File: config.mk
export PLATFORM = sky130hd
export DESIGN_NAME = top_k_min_heap_selector
export DESIGN_NICKNAME = d
export VERILOG_FILES = /design/src/hw/rtl/tkms_pkg.sv /design/src/hw/rtl/tkms_cell.sv /design/src/hw/rtl/top_k_min_heap_selector.sv
export SDC_FILE = /design/constraint.sdc
export NUM_CORES = 2
export LEC_CHECK = 0
export ABC_CLOCK_PERIOD_IN_PS = 4110
export BUFFER_PORTS_ARGS = -buffer_cell sky130_fd_sc_hd__buf_2
export CORE_UTILIZATION = 58
export CTS_BUF_LIST = sky130_fd_sc_hd__clkbuf_4 sky130_fd_sc_hd__clkbuf_8 sky130_fd_sc_hd__clkbuf_16
export DETAILED_ROUTE_END_ITERATION = 10
export PLACE_DENSITY = 0.78
export SLEW_MARGIN = 20
export SYNTH_ARGS = -nofsm -noshare
export SYNTH_HDL_FRONTEND = slang
export SYNTH_SLANG_ARGS = --single-unit
File: constraint.sdc
create_clock -name clk -period 4.11 [get_ports clk]
set_input_delay 0.822 -clock clk [delete_from_list [all_inputs] [get_ports clk]]
set_output_delay 0.822 -clock clk [all_outputs]
set_load 0.03 [all_outputs]
File: src/hw/rtl/tkms_pkg.sv
// Shared types and constants for the top-k min-heap selector.
// No dependencies; imported by tkms_cell, top_k_min_heap_selector, tkms_checker and tb.
`default_nettype none

package tkms_pkg;

	localparam int MAX_KEEP    = 16;
	localparam int VALUE_WIDTH = 32;
	localparam int KEEP_W      = 5;
	localparam int FILL_W      = $clog2(MAX_KEEP + 1);
	localparam int IDX_W       = (MAX_KEEP > 1) ? $clog2(MAX_KEEP) : 1;

	// One input transaction
	typedef struct packed {
		logic signed [VALUE_WIDTH-1:0] sample_value;
		logic                          stream_end;
	} tkms_in_t;

	// One result transaction
	typedef struct packed {
		logic signed [VALUE_WIDTH-1:0] kept_value;
		logic                          run_last;
	} tkms_out_t;

	// Link from one cell to the next one down the chain
	typedef struct packed {
		logic signed [VALUE_WIDTH-1:0] val;
		logic                          keep;
	} link_t;

	// Clamp the programmed count to 1..MAX_KEEP
	function automatic logic [FILL_W-1:0] eff_keep(input logic [KEEP_W-1:0] kc);
		logic [FILL_W-1:0] r;
		if (kc == '0) begin
			r = FILL_W'(1);
		end else if (32'(kc) > MAX_KEEP) begin
			r = FILL_W'(MAX_KEEP);
		end else begin
			r = FILL_W'(kc);
		end
		return r;
	endfunction

endpackage

`default_nettype wire

File: src/hw/rtl/tkms_cell.sv
// One slot of the sorted keep chain (largest value at the head).
// Depends on tkms_pkg for link_t and VALUE_WIDTH.
`default_nettype none

module tkms_cell (
	input  wire                                  clk,
	input  wire                                  ins_en,
	input  wire                                  valid,
	input  wire signed [tkms_pkg::VALUE_WIDTH-1:0] new_val,
	input  tkms_pkg::link_t                      up,
	output tkms_pkg::link_t                      down
);
	import tkms_pkg::*;

	logic signed [VALUE_WIDTH-1:0] val_q;
	logic                          keep;

	// slot holds when it is valid and not below the incoming value
	assign keep = valid && !(val_q < new_val);

	// insertion: hold, take the new value at the boundary, or shift down
	always_ff @(posedge clk) begin
		if (ins_en && !keep) begin
			val_q <= up.keep ? new_val : up.val;
		end
	end

	assign down.val  = val_q;
	assign down.keep = keep;

endmodule

`default_nettype wire

File: src/hw/rtl/top_k_min_heap_selector.sv
// Top level of the top-k selector: chain of sorted cells plus drain control.
// Depends on tkms_pkg and tkms_cell.
`default_nettype none

// Keeps the keep_count largest signed values of a stream and, on the value
// marked stream_end, emits them in ascending order, flagging the last one.
// One value is accepted per cycle while busy is low: it is broadcast to a row of
// MAX_KEEP cells that compare in parallel and shift the smaller entries one cell
// down. A value with stream_end then starts a drain of the kept values (1 to
// MAX_KEEP), read out from the chain's tail; busy is high during that drain
// and start is ignored. Results appear one per cycle on result with
// result_strobe for a single cycle and cannot be held off. keep_count must be
// written only while busy is low and no result is pending; the block itself
// does not enforce this. 0 acts as 1 and values above MAX_KEEP act as MAX_KEEP.
module top_k_min_heap_selector (
	input  wire                           clk,
	input  wire                           arst_n,
	input  wire                           start,
	output logic                          busy,
	input  tkms_pkg::tkms_in_t            item,
	output logic                          result_strobe,
	output tkms_pkg::tkms_out_t           result,
	input  wire                           cfg_wen,
	input  wire  [tkms_pkg::KEEP_W-1:0]   cfg_wdata
);
	import tkms_pkg::*;

	logic [KEEP_W-1:0] keep_count_q;
	logic [FILL_W-1:0] fill_q;
	logic              drain_q;
	logic              strobe_q;
	tkms_out_t         result_q;

	logic              accept;
	logic [FILL_W:0]   fill_inc;
	logic [FILL_W-1:0] keep_eff;
	logic [FILL_W-1:0] fill_new;
	logic [FILL_W-1:0] rd_pos;
	link_t             chain [MAX_KEEP+1];

	assign accept = start && !drain_q;
	assign busy   = drain_q;

	// configuration register
	always_ff @(posedge clk or negedge arst_n) begin
		if (!arst_n) begin
			keep_count_q <= KEEP_W'(1);
		end else if (cfg_wen) begin
			keep_count_q <= cfg_wdata;
		end
	end

	// cell row; the head link always says "insert here"
	assign chain[0].val  = item.sample_value;
	assign chain[0].keep = 1'b1;

	for (genvar i = 0; i < MAX_KEEP; i++) begin : g_cell
		tkms_cell u_cell (
			.clk     (clk),
			.ins_en  (accept),
			.valid   (32'(i) < 32'(fill_q)),
			.new_val (item.sample_value),
			.up      (chain[i]),
			.down    (chain[i+1])
		);
	end

	// fill after insert, truncated to the effective keep count
	assign keep_eff = eff_keep(keep_count_q);
	assign fill_inc = {1'b0, fill_q} + (FILL_W+1)'(1);
	assign fill_new = (fill_inc > {1'b0, keep_eff}) ? keep_eff : fill_inc[FILL_W-1:0];

	// drain position; the smallest kept entry is the output link of cell fill_q-1
	assign rd_pos = fill_q - FILL_W'(1);

	// fill and drain control
	always_ff @(posedge clk or negedge arst_n) begin
		if (!arst_n) begin
			fill_q   <= '0;
			drain_q  <= 1'b0;
			strobe_q <= 1'b0;
		end else begin
			strobe_q <= drain_q;
			if (drain_q) begin
				fill_q <= rd_pos;
				if (fill_q == FILL_W'(1)) begin
					drain_q <= 1'b0;
				end
			end else if (accept) begin
				fill_q  <= fill_new;
				drain_q <= item.stream_end;
			end
		end
	end

	// result register
	always_ff @(posedge clk) begin
		if (drain_q) begin
			result_q.kept_value <= chain[fill_q].val;
			result_q.run_last   <= (fill_q == FILL_W'(1));
		end
	end

	assign result_strobe = strobe_q;
	assign result        = result_q;

endmodule

`default_nettype wire

==> run_results.csv <==
group,metric,value,unit
die,row_count,94,
clocking,cts_tree,"done",
critical_path,worst-path-max-fanout,12,
yosys,synthCells,2954,
timing,grt_setup_unrepaired,"no",
route,route.detailed.drc,0,
die,die_h,259,microns
placement,port_buffers,76,
global_routing,grt_pass1_vias,29900,
yosys,yosysSeqAreaShare,43.4,%
global_routing,overflow,0,
die,core-area,65600,sq um
job,max-cap-violations,0,
global_routing,grtUsageTotal,39.9,%
worst_hold_path,hold_class,"in2async",
timing,slew_headroom,36.3,%
yosys,ys_types,62,
pwr,powerDensity,658,nW/um^2
timing,slew_violations,0,
clocking,clockRootBuffer,"clkbuf_16",
route,wl_per_cell,32.2,microns
placement,place_inst,4036,
final_layout,fillers,4573,
critical_path,worstSetupStartpointType,"primary input",
final_layout,nets,3787,
die,dieArea,67300,sq um
timing,setup_slack,-151,ps
timing,min_period,4260,ps
critical_path,cp.arrival,4620,ps
timing,setup_viol,66,
critical_path,r2r_end,"g_cell[14].u_cell.val_q[16]$_DFFE_PP_",
critical_path,endpoint_kind,"flop",
final_layout,layout-drive-gt1-share,33.5,%
yosys,synthArstFlopShare,2.15,%
final_layout,final_core_utilization,68.2,%
timing,final.setup.tns,-4780,ps
critical_path,r2r-start,"g_cell[13].u_cell.val_q[31]$_DFFE_PP_",
yosys,ys_seq_elements,557,
outcome,violations,"negative setup slack",
yosys,ys_warn_count,0,
final_layout,stdcell_count,4156,
outcome,outcome,"finished, violations left",
die,die_x,259,microns
final_layout,area_growth_syn_to_layout,16.4,%
critical_path,reg2reg_depth,10,
critical_path,cp.required,4470,ps
route,wirelength,134,mm
timing,hold_viol_final,0,
clocking,cts_hold_buf,0,
yosys,synth.avg_cell_area,13.0,sq um
placement,gp_congestion,1.05,
pwr,p_leak,17.5,nW
route,via_per_inst,7.19,
die,ios,77,
critical_path,reg2reg_slack,-10,ps
route,first_pass_iters,8,
yosys,synth_edf_count,545,
timing,skew,20.6,ps
pwr,p_total,29.4,mW
yosys,yosys.area.top_type,"edfxtp_1",
clocking,clock_latency,630,ps
yosys,ys.flop_type,"edfxtp_1",
clocking,cts.sinks,557,
pwr,ir_drop,0.000495,V
critical_path,path_class,"in2reg",
global_routing,grt_max_degree,66,
yosys,netlist_area,38400,sq um
global_routing,antenna_found_initial,7,
clocking,post-cts-setup-buffers,0,
yosys,synth_nets,3500,
route,drtAntennaViolNets,0,
clocking,clk_path_buf_depth,3,
timing,tightest_slew,955,ps
yosys,synth.top_cell.area_share,42.6,%
yosys,synthTopCellsByArea,"edfxtp_1 (43%), ha_1 (16%), mux2_2 (13%)",
clocking,htreeDepth,3,
route,routed-via-count,29900,
route,drtIter0Drc,4098,
placement,dp_hpwl,100,mm
die,initial_core_util,58.6,%
global_routing,grt_pass1_wl,196,mm
clocking,numCtsBuffers,67,
clocking,path_clk_slew,60,ps
timing,max_freq,0.235,GHz
timing,final.period_utilization,104,%
## worst max-delay path: stages
cell      delay, ps
buf_2            90
inv_1            70
buf_12          150
buf_4           190
ha_1            330
nand4_1         280
nor3_2          680
o211ai_1        320
a31oi_1         420
nor4_1          160
buf_4           180
mux2i_4         240
buf_4           290
mux2_2          370
## layer usage
layer | track usage [%] | vias to the layer above | wire length [microns]
met5 | 0 | - | 59
met4 | 22.0 | 10 | 8060
met3 | 9.36 | 462 | 16600
met2 | 60.0 | 2168 | 58900
met1 | 53.5 | 14800 | 50100
li1 | - | 12400 | -
## how the worst max path moves through the flow
stage / start / to / slack (ps)
CTS: item[32] / g_cell[12].u_cell.val_q[27]$_DFFE_PP_ / 20
finish: item[31] / g_cell[14].u_cell.val_q[16]$_DFFE_PP_ / -150
floorplan: item[32] / g_cell[2].u_cell.val_q[0]$_DFFE_PP_ / 70
global route: item[2] / g_cell[14].u_cell.val_q[16]$_DFFE_PP_ / 8
global placement: item[31] / g_cell[14].u_cell.val_q[17]$_DFFE_PP_ / -870
detailed placement: item[31] / g_cell[14].u_cell.val_q[16]$_DFFE_PP_ / -910
## placed cells by master (no fill, tap or decap), types with 15 or more instances in the layout
cell type  count
a211oi_1      33
a21o_1        59
a21oi_1      251
a221o_1       15
and4_1        15
buf_12        65
buf_2         76
buf_4        213
clkbuf_16     73
clkbuf_4      15
edfxtp_1     545
ha_1         504
inv_1         38
mux2_1        17
mux2_2       450
mux2_4        18
mux2i_1       32
mux4_2       128
nand2_1      181
nand2b_1      17
nand3_1       50
nand4_1       61
nor2_1        71
nor2b_1       16
nor3_1        16
o211ai_1      19
o21a_1        15
o21ai_0      123
## cell families after synthesis
kind of cell	count (synthesis)	synth area share [%]
AO/OA/AOI/OAI	567	8.84
XOR/XNOR	3	0.0684
adder cells (fa/ha/maj)	504	16.4
buffers and inverters	175	1.96
flip-flops	557	43.4
multiplexers	656	23.0
AND/OR/NAND/NOR	492	6.36
## what timing repair did
action / CTS / global route
pin swaps: 0 / 0
setup endpoints to repair: 210 / 77
resized for setup: 5 / 2
## sequential cells by signal, summed over array words and instances (netlist names)
signal               count
fill_q                   5
busy                     1
keep_count_q             5
result_strobe            1
g_cell.u_cell.val_q    512
result                  33
## stage by stage
step	cell area, sq um	hold WS, ps	setup WS [ps]
2_1_floorplan	38500	497	72.8
3_3_place_gp	42400	526	-867
3_5_place_dp	42400	541	-909
4_1_cts	44700	68.2	22.7
5_1_grt	44700	91.2	8.44
6_report	44700	74.2	-151
## cell usage after synthesis (all sizes together), types with 3 or more instances
library cell / instances
or4b: 13
a21oi: 254
o21ai: 124
nand2b: 18
nor3: 20
edfxtp: 545
clkbuf: 63
nand3: 50
a2111oi: 14
a21o: 59
mux2: 485
o211ai: 19
ha: 504
nand4: 61
nor3b: 3
and4: 15
nor4: 13
mux4: 128
o21a: 15
dfrtp: 11
nand2: 181
a31oi: 15
a221o: 15
a211oi: 33
mux2i: 43
nor2b: 16
inv: 39
buf: 73
or3: 9
and2: 13
nor2: 75
## final cells by class
cell class	count	area [sq um]	area share [%]
Multi-Input combinational cell	2222	21300	47.6
Sequential cell	557	16700	37.3
Timing Repair Buffer	354	3280	7.33
Clock buffer	88	1940	4.33
Tap cell	864	1080	2.42
Clock inverter	30	337	0.752
Inverter	39	148	0.330
Antenna cell	2	5.00	0.0112
## report_power, final
group / switching [mW] / internal (mW)
logic: 7.43 / 6.25
clock network: 2.48 / 3.81
registers: 1.20 / 8.26
Note: power is estimated with default switching activity, not from simulation.
